[src/sv/clnf_pkg.sv]
// shared types, codes and constants of the color neighborhood flatness test
package clnf_pkg;

    // channel and field widths fixed by the item format
    localparam int unsigned CHAN_W      = 8;
    localparam int unsigned NUM_CHAN    = 3;
    localparam int unsigned COUNT_OUT_W = 7;
    localparam int unsigned S_DATA_W    = 24;
    localparam int unsigned M_DATA_W    = 16;
    localparam int unsigned STEP_W      = 4;

    // tolerance after reset
    localparam logic [CHAN_W-1:0] TOL_RESET = 8'd5;

    // item kinds on the input tuser bit
    localparam logic OP_NEIGHBOUR = 1'b0;
    localparam logic OP_VERTEX    = 1'b1;

    // last sequencer step of each item kind
    localparam logic [STEP_W-1:0] NBR_LAST = 4'd2;
    localparam logic [STEP_W-1:0] VTX_LAST = 4'd12;

    // sequencer states
    typedef enum logic [2:0] {
        ST_IDLE,
        ST_NBR,
        ST_VTX,
        ST_FINAL,
        ST_FLUSH
    } state_t;

    // micro-operations of the shared multiplier
    typedef enum logic [2:0] {
        UOP_SQ,     // color byte squared, added to the square sum
        UOP_TT,     // tolerance squared
        UOP_NN1,    // n * (n - 1)
        UOP_TN,     // tolerance * n
        UOP_BOUND,  // t^2 * n * (n - 1)
        UOP_NQ,     // n * square sum
        UOP_SS,     // sum squared, closes the spread test
        UOP_NC      // n * centre, closes the mean test
    } uop_kind_t;

    typedef struct packed {
        uop_kind_t  kind;
        logic [1:0] ch;
    } uop_t;

    // sequencer to datapath control
    typedef struct packed {
        logic issue_valid;
        uop_t issue_op;
        logic cons_valid;
        uop_t cons_op;
        logic load_out;
        logic idle;
    } ctrl_t;

    // micro-program of a vertex item
    function automatic uop_t vtx_uop(input logic [STEP_W-1:0] step);
        uop_t u;
        u.ch = 2'd0;
        unique case (step)
            4'd0:  u.kind = UOP_TT;
            4'd1:  u.kind = UOP_NN1;
            4'd2:  u.kind = UOP_TN;
            4'd3:  u.kind = UOP_BOUND;
            4'd4:  begin u.kind = UOP_NQ; u.ch = 2'd0; end
            4'd5:  begin u.kind = UOP_SS; u.ch = 2'd0; end
            4'd6:  begin u.kind = UOP_NC; u.ch = 2'd0; end
            4'd7:  begin u.kind = UOP_NQ; u.ch = 2'd1; end
            4'd8:  begin u.kind = UOP_SS; u.ch = 2'd1; end
            4'd9:  begin u.kind = UOP_NC; u.ch = 2'd1; end
            4'd10: begin u.kind = UOP_NQ; u.ch = 2'd2; end
            4'd11: begin u.kind = UOP_SS; u.ch = 2'd2; end
            4'd12: begin u.kind = UOP_NC; u.ch = 2'd2; end
            default: u.kind = UOP_TT;
        endcase
        return u;
    endfunction

endpackage

[src/sv/color_neighborhood_flatness_test_top.sv]
// top level of the color neighborhood flatness test
//
// A neighbour transfer (tuser 0) adds its red, green and blue bytes into
// per-channel sums and sums of squares; s_tready drops while the
// single shared multiplier squares the three bytes. A vertex transfer
// (tuser 1) runs a 13-step program on the same multiplier (tolerance terms,
// then n*Q, S*S and n*centre per channel), then passes ST_FINAL and ST_FLUSH;
// in ST_FLUSH the result waits for the previous one to leave the output
// register, and no transfer is accepted while a result
// waits. The vertex result carries removable, the neighbour count (low 7
// bits) and the overflow flag, and clears the accumulators. Neighbours beyond
// MAX_NEIGHBOURS are dropped while s_tready stays high and flag overflow. cfg_we writes the
// tolerance (reset 5); write it only while the block is idle.
module color_neighborhood_flatness_test_top #(
    parameter int unsigned MAX_NEIGHBOURS = 64
) (
    input  logic                          aclk,
    input  logic                          aresetn,
    // tolerance register write
    input  logic                          cfg_we,
    input  logic [clnf_pkg::CHAN_W-1:0]   cfg_wdata,
    // input stream
    input  logic                          s_tvalid,
    output logic                          s_tready,
    input  logic [clnf_pkg::S_DATA_W-1:0] s_tdata,   // red[7:0], green[15:8], blue[23:16]
    input  logic [0:0]                    s_tuser,   // operation[0]
    // result stream
    output logic                          m_tvalid,
    input  logic                          m_tready,
    output logic [clnf_pkg::M_DATA_W-1:0] m_tdata    // removable[0], neighbour_count[7:1],
                                                     // overflow[8], zero[15:9]
);

    localparam int unsigned CW   = $clog2(MAX_NEIGHBOURS + 1);
    localparam int unsigned SW   = $clog2(255 * MAX_NEIGHBOURS + 1);
    localparam int unsigned QW   = $clog2(65025 * MAX_NEIGHBOURS + 1);
    localparam int unsigned MW   = (QW > 2 * CW) ? QW : 2 * CW;
    localparam int unsigned PW   = 2 * MW;
    localparam int unsigned TTW  = 2 * clnf_pkg::CHAN_W;
    localparam int unsigned NN1W = 2 * CW;
    localparam int unsigned TNW  = clnf_pkg::CHAN_W + CW;
    localparam int unsigned BW   = TTW + NN1W;
    localparam int unsigned NQW  = CW + QW;
    localparam int unsigned CMPW = (NQW > BW) ? NQW : BW;

    clnf_pkg::ctrl_t             ctrl;
    logic [clnf_pkg::CHAN_W-1:0] tol_reg;
    logic [clnf_pkg::CHAN_W-1:0] pix_reg [clnf_pkg::NUM_CHAN];
    logic [SW-1:0]               sum_reg [clnf_pkg::NUM_CHAN];
    logic [QW-1:0]               sq_reg  [clnf_pkg::NUM_CHAN];
    logic [CW-1:0]               n_reg;
    logic                        ovf_reg;
    logic                        ok_reg;
    logic [TTW-1:0]              tt_reg;
    logic [NN1W-1:0]             nn1_reg;
    logic [TNW-1:0]              tn_reg;
    logic [BW-1:0]               bound_reg;
    logic [NQW-1:0]              nq_reg;
    logic [SW-1:0]               sel_sum_reg;
    logic                        m_tvalid_reg;
    logic [clnf_pkg::M_DATA_W-1:0] m_tdata_reg;

    logic                        s_accept;
    logic                        is_vertex;
    logic                        full;
    logic                        start_nbr;
    logic                        start_vtx;
    logic                        out_free;
    logic [MW-1:0]               op_a;
    logic [MW-1:0]               op_b;
    logic [PW-1:0]               prod;
    logic [NQW-1:0]              spread;
    logic [SW-1:0]               nc;
    logic [SW-1:0]               diff;
    logic [1:0]                  ich;

    // input handshake and item decode
    assign s_tready  = ctrl.idle;
    assign s_accept  = s_tvalid && s_tready;
    assign is_vertex = (s_tuser[0] == clnf_pkg::OP_VERTEX);
    assign full      = (n_reg >= CW'(MAX_NEIGHBOURS));
    assign start_nbr = s_accept && !is_vertex && !full;
    assign start_vtx = s_accept && is_vertex;
    assign out_free  = !m_tvalid_reg || m_tready;

    clnf_ctrl u_ctrl (
        .aclk      (aclk),
        .aresetn   (aresetn),
        .start_nbr (start_nbr),
        .start_vtx (start_vtx),
        .out_free  (out_free),
        .ctrl      (ctrl)
    );

    // operand selection for the shared multiplier
    assign ich = ctrl.issue_op.ch;
    always_comb begin
        op_a = '0;
        op_b = '0;
        case (ctrl.issue_op.kind)
            clnf_pkg::UOP_SQ: begin
                op_a = MW'(pix_reg[ich]);
                op_b = MW'(pix_reg[ich]);
            end
            clnf_pkg::UOP_TT: begin
                op_a = MW'(tol_reg);
                op_b = MW'(tol_reg);
            end
            clnf_pkg::UOP_NN1: begin
                op_a = MW'(n_reg);
                op_b = MW'(n_reg - CW'(1));
            end
            clnf_pkg::UOP_TN: begin
                op_a = MW'(tol_reg);
                op_b = MW'(n_reg);
            end
            clnf_pkg::UOP_BOUND: begin
                op_a = MW'(tt_reg);
                op_b = MW'(nn1_reg);
            end
            clnf_pkg::UOP_NQ: begin
                op_a = MW'(n_reg);
                op_b = MW'(sq_reg[ich]);
            end
            clnf_pkg::UOP_SS: begin
                op_a = MW'(sum_reg[ich]);
                op_b = MW'(sum_reg[ich]);
            end
            clnf_pkg::UOP_NC: begin
                op_a = MW'(n_reg);
                op_b = MW'(pix_reg[ich]);
            end
            default: begin
                op_a = '0;
                op_b = '0;
            end
        endcase
    end

    clnf_mul #(
        .WIDTH (MW)
    ) u_mul (
        .aclk (aclk),
        .en   (ctrl.issue_valid),
        .a    (op_a),
        .b    (op_b),
        .p    (prod)
    );

    // spread and centre-to-mean distance from the returned product
    assign spread = nq_reg - prod[NQW-1:0];
    assign nc     = prod[SW-1:0];
    assign diff   = (sel_sum_reg >= nc) ? (sel_sum_reg - nc) : (nc - sel_sum_reg);

    // tolerance register
    always_ff @(posedge aclk) begin
        if (!aresetn) begin
            tol_reg <= clnf_pkg::TOL_RESET;
        end else if (cfg_we) begin
            tol_reg <= cfg_wdata;
        end
    end

    // color bytes of the accepted transfer
    always_ff @(posedge aclk) begin
        if (s_accept) begin
            pix_reg[0] <= s_tdata[7:0];
            pix_reg[1] <= s_tdata[15:8];
            pix_reg[2] <= s_tdata[23:16];
        end
    end

    // latch the sum of the issued channel for the mean test
    always_ff @(posedge aclk) begin
        if (ctrl.issue_valid) begin
            sel_sum_reg <= sum_reg[ich];
        end
    end

    // accumulators, count and overflow flag
    always_ff @(posedge aclk) begin
        if (!aresetn || ctrl.load_out) begin
            for (int i = 0; i < clnf_pkg::NUM_CHAN; i++) begin
                sum_reg[i] <= '0;
                sq_reg[i]  <= '0;
            end
            n_reg   <= '0;
            ovf_reg <= 1'b0;
        end else begin
            if (start_nbr) begin
                sum_reg[0] <= sum_reg[0] + SW'(s_tdata[7:0]);
                sum_reg[1] <= sum_reg[1] + SW'(s_tdata[15:8]);
                sum_reg[2] <= sum_reg[2] + SW'(s_tdata[23:16]);
                n_reg      <= n_reg + CW'(1);
            end
            if (s_accept && !is_vertex && full) begin
                ovf_reg <= 1'b1;
            end
            for (int i = 0; i < clnf_pkg::NUM_CHAN; i++) begin
                if (ctrl.cons_valid && ctrl.cons_op.kind == clnf_pkg::UOP_SQ
                    && ctrl.cons_op.ch == 2'(i)) begin
                    sq_reg[i] <= sq_reg[i] + QW'(prod[TTW-1:0]);
                end
            end
        end
    end

    // closing test terms and the running pass flag
    always_ff @(posedge aclk) begin
        if (start_vtx) begin
            ok_reg <= !ovf_reg && (n_reg >= CW'(2));
        end else if (ctrl.cons_valid) begin
            case (ctrl.cons_op.kind)
                clnf_pkg::UOP_TT:    tt_reg    <= prod[TTW-1:0];
                clnf_pkg::UOP_NN1:   nn1_reg   <= prod[NN1W-1:0];
                clnf_pkg::UOP_TN:    tn_reg    <= prod[TNW-1:0];
                clnf_pkg::UOP_BOUND: bound_reg <= prod[BW-1:0];
                clnf_pkg::UOP_NQ:    nq_reg    <= prod[NQW-1:0];
                clnf_pkg::UOP_SS: begin
                    if (CMPW'(spread) >= CMPW'(bound_reg)) begin
                        ok_reg <= 1'b0;
                    end
                end
                clnf_pkg::UOP_NC: begin
                    if (TNW'(diff) >= tn_reg) begin
                        ok_reg <= 1'b0;
                    end
                end
                default: begin
                end
            endcase
        end
    end

    // output register
    always_ff @(posedge aclk) begin
        if (!aresetn) begin
            m_tvalid_reg <= 1'b0;
        end else if (ctrl.load_out) begin
            m_tvalid_reg <= 1'b1;
        end else if (m_tready) begin
            m_tvalid_reg <= 1'b0;
        end
    end

    always_ff @(posedge aclk) begin
        if (ctrl.load_out) begin
            m_tdata_reg <= {7'd0, ovf_reg, 7'(n_reg), ok_reg};
        end
    end

    assign m_tvalid = m_tvalid_reg;
    assign m_tdata  = m_tdata_reg;

`ifndef SYNTHESIS
    // a result never overwrites one that is still waiting
    a_no_overwrite: assert property (@(posedge aclk) disable iff (!aresetn)
        ctrl.load_out |-> (!m_tvalid_reg || m_tready))
        else $error("result register overwritten");

    // a removable vertex never comes with overflow or a zero neighbour count
    a_removable_sane: assert property (@(posedge aclk) disable iff (!aresetn)
        (m_tvalid_reg && m_tdata_reg[0]) |-> (!m_tdata_reg[8] && m_tdata_reg[7:1] != 7'd0))
        else $error("removable result with overflow or no neighbours");

    // the count holds at the bound once overflow is flagged
    a_ovf_full: assert property (@(posedge aclk) disable iff (!aresetn)
        ovf_reg |-> full)
        else $error("overflow flagged below the neighbour bound");
`endif

endmodule

[src/sv/clnf_mul.sv]
// shared multiplier with registered product
module clnf_mul #(
    parameter int unsigned WIDTH = 22
) (
    input  logic               aclk,
    input  logic               en,
    input  logic [WIDTH-1:0]   a,
    input  logic [WIDTH-1:0]   b,
    output logic [2*WIDTH-1:0] p
);

    logic [2*WIDTH-1:0] p_reg;

    // one product per issued operation
    always_ff @(posedge aclk) begin
        if (en) begin
            p_reg <= a * b;
        end
    end

    assign p = p_reg;

endmodule

[src/sv/clnf_ctrl.sv]
// sequencer that steps the shared multiplier through each item
module clnf_ctrl (
    input  logic                  aclk,
    input  logic                  aresetn,
    input  logic                  start_nbr,
    input  logic                  start_vtx,
    input  logic                  out_free,
    output clnf_pkg::ctrl_t       ctrl
);

    clnf_pkg::state_t                 state_reg, state_next;
    logic [clnf_pkg::STEP_W-1:0]      step_reg, step_next;
    logic                             pend_valid_reg;
    clnf_pkg::uop_t                   pend_op_reg;
    logic                             issue_valid;
    clnf_pkg::uop_t                   issue_op;
    logic                             load_out;
    logic                             idle;

    // state, step and pending operation registers
    always_ff @(posedge aclk) begin
        if (!aresetn) begin
            state_reg      <= clnf_pkg::ST_IDLE;
            step_reg       <= '0;
            pend_valid_reg <= 1'b0;
        end else begin
            state_reg      <= state_next;
            step_reg       <= step_next;
            pend_valid_reg <= issue_valid;
        end
    end

    always_ff @(posedge aclk) begin
        if (issue_valid) begin
            pend_op_reg <= issue_op;
        end
    end

    // next state and issue decode
    always_comb begin
        state_next    = state_reg;
        step_next     = step_reg;
        issue_valid   = 1'b0;
        issue_op.kind = clnf_pkg::UOP_SQ;
        issue_op.ch   = 2'd0;
        load_out      = 1'b0;
        idle          = 1'b0;
        unique case (state_reg)
            clnf_pkg::ST_IDLE: begin
                idle = 1'b1;
                if (start_vtx) begin
                    state_next = clnf_pkg::ST_VTX;
                    step_next  = '0;
                end else if (start_nbr) begin
                    state_next = clnf_pkg::ST_NBR;
                    step_next  = '0;
                end
            end
            clnf_pkg::ST_NBR: begin
                issue_valid   = 1'b1;
                issue_op.kind = clnf_pkg::UOP_SQ;
                issue_op.ch   = step_reg[1:0];
                if (step_reg == clnf_pkg::NBR_LAST) begin
                    state_next = clnf_pkg::ST_IDLE;
                end else begin
                    step_next = step_reg + 1'b1;
                end
            end
            clnf_pkg::ST_VTX: begin
                issue_valid = 1'b1;
                issue_op    = clnf_pkg::vtx_uop(step_reg);
                if (step_reg == clnf_pkg::VTX_LAST) begin
                    state_next = clnf_pkg::ST_FINAL;
                end else begin
                    step_next = step_reg + 1'b1;
                end
            end
            clnf_pkg::ST_FINAL: begin
                state_next = clnf_pkg::ST_FLUSH;
            end
            clnf_pkg::ST_FLUSH: begin
                if (out_free) begin
                    load_out   = 1'b1;
                    state_next = clnf_pkg::ST_IDLE;
                end
            end
            default: begin
                state_next = clnf_pkg::ST_IDLE;
            end
        endcase
    end

    assign ctrl.issue_valid = issue_valid;
    assign ctrl.issue_op    = issue_op;
    assign ctrl.cons_valid  = pend_valid_reg;
    assign ctrl.cons_op     = pend_op_reg;
    assign ctrl.load_out    = load_out;
    assign ctrl.idle        = idle;

`ifndef SYNTHESIS
    // a vertex result is loaded only after the closing operation was consumed
    a_load_after_final: assert property (@(posedge aclk) disable iff (!aresetn)
        load_out |-> !pend_valid_reg)
        else $error("result loaded while an operation is still pending");

    // every issued operation is consumed by the product pipeline in the next cycle
    a_cons_follows_issue: assert property (@(posedge aclk) disable iff (!aresetn)
        issue_valid |=> pend_valid_reg)
        else $error("issued operation was not consumed");

    // a neighbour run ends with the blue square
    a_nbr_last_blue: assert property (@(posedge aclk) disable iff (!aresetn)
        (state_reg == clnf_pkg::ST_NBR && step_reg == clnf_pkg::NBR_LAST)
        |-> issue_op.ch == 2'd2)
        else $error("neighbour sequence ended on the wrong channel");
`endif

endmodule
[config.mk]
export PLATFORM = sky130hd
export DESIGN_NAME = color_neighborhood_flatness_test_top
export DESIGN_NICKNAME = d
export VERILOG_FILES = /design/src/sv/clnf_pkg.sv /design/src/sv/color_neighborhood_flatness_test_top.sv /design/src/sv/clnf_mul.sv /design/src/sv/clnf_ctrl.sv
export SDC_FILE = /design/constraint.sdc
export NUM_CORES = 1
export LEC_CHECK = 0
export BUFFER_PORTS_ARGS = -buffer_cell sky130_fd_sc_hd__buf_2
export CAP_MARGIN = 20
export CORE_ASPECT_RATIO = 1.5
export CORE_MARGIN = 8
export CORE_UTILIZATION = 30
export CTS_BUF_LIST = sky130_fd_sc_hd__clkbuf_8
export DETAILED_ROUTE_END_ITERATION = 8
export GPL_ROUTABILITY_DRIVEN = 0
export SLEW_MARGIN = 20
export SYNTH_ARGS = -nofsm -noshare
export SYNTH_HDL_FRONTEND = slang
export SYNTH_SLANG_ARGS = --single-unit
[constraint.sdc]
create_clock -name aclk -period 12.7 [get_ports aclk]
set_clock_uncertainty 0.15 [all_clocks]
set_input_delay 2.54 -clock aclk [delete_from_list [all_inputs] [get_ports aclk]]
set_output_delay 2.54 -clock aclk [all_outputs]
set_load 0.05 [all_outputs]
==> impl_metrics.py <==
metrics = {
    "routing": {
        "route.layer.met1.wl_um": 31680,
        "drt-wirelength-per-cell_um": 19.54,
        "met2_routed_wirelength_um": 46250,
        "vias": 22610,
        "finalWirelength_um": 88120,
        "detail_route.vias_per_cell": 5.013,
        "route.antenna.remaining_nets": 0,
        "firstDrtPassIters": 7,
        "route.detailed.drc": 0,
        "dr_wl_met3_um": 4208,
        "maxUsedRoutingLayer": "met5",
        "detailedRoute.firstIterationViolations": 1630,
    },
    "logic_synthesis": {
        "synthDistinctLibCells": 82,
        "synth-edff-count": 295,
        "yosys_most_used_dff": "edfxtp_1",
        "synth-warning-count": 0,
        "yosysSeqAreaShare_pct": 31.23,
        "post-synth-top-count-cell": "inv_1",
        "post_synth_main_area_contributors": "edfxtp_1 30%, fa_1 17%, ha_1 12%",
        "synth.cell_area_um2": 29970,
        "synth_area_leader_cell": "edfxtp_1",
        "netlist.area_leader.share_pct": 29.56,
        "postSynthAreaPerCell_um2": 9.724,
        "synth-async-reset-ratio_pct": 0,
        "ys_ff_latch": 320,
        "post_synth_inst_count": 3082,
        "ys_top_cells_by_count": "462 x inv_1, 301 x nor2_1, 295 x edfxtp_1",
    },
    "clock_network": {
        "clockBufferDepth": 3,
        "cts_post_setup_buffers_inserted": 0,
        "cts.hold.buffers_added": 0,
        "clock_pin_slew_on_the_worst_setup_and_hold_paths_ns": 0.07,
        "h-tree-depth": 2,
        "cts_buffers": 53,
        "root_buffer": "clkbuf_8",
        "cts_tree": "built",
        "insertion_delay_ns": 0.69,
        "postCtsResizedCells": 0,
        "clkSinkCount": 320,
    },
    "setup_path": {
        "crit_path_end_kind": "flip-flop",
        "worstSetupPathType": "reg -> reg",
        "critPathMostFrequentCell": "fa_1",
        "delay_contributed_by_the_slowest_stage_of_the_critical_path_ns": 0.79,
        "crit_path_top_delay_cell": "nor3_4",
        "crit_path_max_fanout": 20,
        "worst-endpoint-required_ns": 12.94,
        "worst_ep_arrival_time_ns": 10.48,
        "timing.critical_path.from_type": "flip-flop",
    },
    "finish": {
        "drive_gt1_share_pct": 6.604,
        "nets": 3760,
        "postLayoutCoreUtil_pct": 33.14,
        "largest_register_ff_count": 66,
        "layout-area-overhead-vs-synth_pct": 10.01,
    },
    "timing": {
        "finalSetupTns_ns": 0,
        "timing.final.hold_violations": 0,
        "layout_setup_ws_ns": 2.465,
        "final_max_slew_viol_count": 0,
        "tightest_slew_ns": 1.078,
        "timing.slew.headroom_pct": 27.73,
        "finalHoldWorstSlack_ns": 0.2794,
        "fin_crit_sh_pct": 80.59,
        "setup-violations-final": 0,
        "maximum_achievable_frequency_mhz": 97.70,
        "min_period_ns": 10.24,
        "grt_setup_unrepaired": "no",
    },
    "pwr": {
        "peakVddDrop_v": 0.0002366,
        "pwr_density_cell_nw_per_um2": 229.9,
        "power_leakage_nw": 14.47,
    },
    "grt": {
        "total_congestion_overflow": 0,
        "grtUsageTotal_pct": 15.80,
        "number_of_global_route_vias_before_repair": 23690,
        "grt_first_pass_wirelength_um": 135000,
        "grt_antenna_before_repair": 8,
        "largest_net_degree_at_the_start_of_global_routing": 61,
    },
    "die": {
        "io_pins": 56,
        "initial_utilization_pct": 30.12,
        "floorplan.die_area_um2": 110500,
        "die_height_um": 403.1,
        "core_area_um2": 99500,
        "floorplan.rows": 142,
        "die_width_um": 274.1,
    },
    "job": {
        "cap_viol_max_count": 0,
    },
    "place": {
        "hpwl_um": 70790,
        "buffer_ports.inserted": 48,
        "worst_slack_at_placement_ns": 2.562,
    },
    "status": {
        "result_of_the_run": "completed",
    },
    "worst_hold_path": {
        "holdCritPathClass": "reg -> reg",
    },
}
## layout make-up
| type | count | area, um^2 |
|---|---|---|
| multi-input combinational | 2238 | 18610 |
| clock inverter | 36 | 260.3 |
| inverter | 462 | 1734 |
| fill | 10160 | 66530 |
| tap | 1296 | 1622 |
| antenna | 4 | 10.01 |
| clock buffer | 54 | 743.2 |
| sequential | 320 | 9359 |
| timing repair buffer | 100 | 630.6 |
## worst paths after layout
check / from / end / slack (ns) / cells past startpoint
hold / removal: ok_reg / m_tdata[0] / 0.28 / 0
setup / recovery: u_ctrl.step_reg[0] / u_mul.p[28] / 2.46 / 31
setup reg to reg: u_ctrl.step_reg[0] / u_mul.p[28] / 2.46 / 31
hold reg to reg: ok_reg / m_tdata[0] / 0.28 / 0
## power breakdown
group          internal (mW)  leakage [nW]  switching (mW)  total, mW
Sequential              1.50          3.05           0.156       1.66
Combinational           2.03          10.9            2.97       5.00
Clock                  0.459         0.563           0.464      0.923
## layer usage
metal / track usage, % / vias to the layer above
li1: - / 10550
met1: 16.42 / 11130
met2: 29.62 / 651
met3: 2.241 / 267
met4: 9.488 / 8
met5: 0 / -
## logic make-up after synthesis
group | share of synthesized area, %
flip-flops | 31.23
other | 0.02506
AO/OA/AOI/OAI | 11.99
XOR/XNOR | 4.091
buffers and inverters | 7.444
adder cells (fa/ha/maj) | 29.35
AND/OR/NAND/NOR | 13.86
multiplexers | 2.021
## critical path: cells and delay by family (launching register included)
family                     cells  cell delay (ns)
adders and majority gates      9             4.26
and+or+nand+nor                6             2.28
xor gates and xnor gates       1             0.07
AOI/OAI and AO/OA             10             2.22
DFF                            1             0.45
buffers and inverters          5             0.47
## cell usage in the layout, fill, tap and decap left out, types with 28 or more instances in the layout
cell and instances:
a211oi_1 39, a21o_1 53, a21oi_1 171, and2_1 51, and3_1 33, buf_2 48
buf_4 52, clkbuf_8 54, conb_1 43, edfxtp_1 295, fa_1 260, ha_1 287
inv_1 478, mux2i_1 56, nand2_1 257, nand3_1 38, nor2_1 301, nor2b_1 48
nor3_1 50, o21a_1 31, o21ai_0 100, or3_1 28, xnor2_1 98, xor2_1 42
## stage by stage
stage                     total power [mW]  instance area, um^2  cells
after global routing                 8.299                32960   4508
after global placement               6.569                31950   4416
after detailed placement             6.657                31950   4416
after floorplan                      5.300                30120   3123
final                                7.580                32970   4510
after CTS                            7.625                32950   4506
No activity file was read; power rests on OpenSTA's default activity.
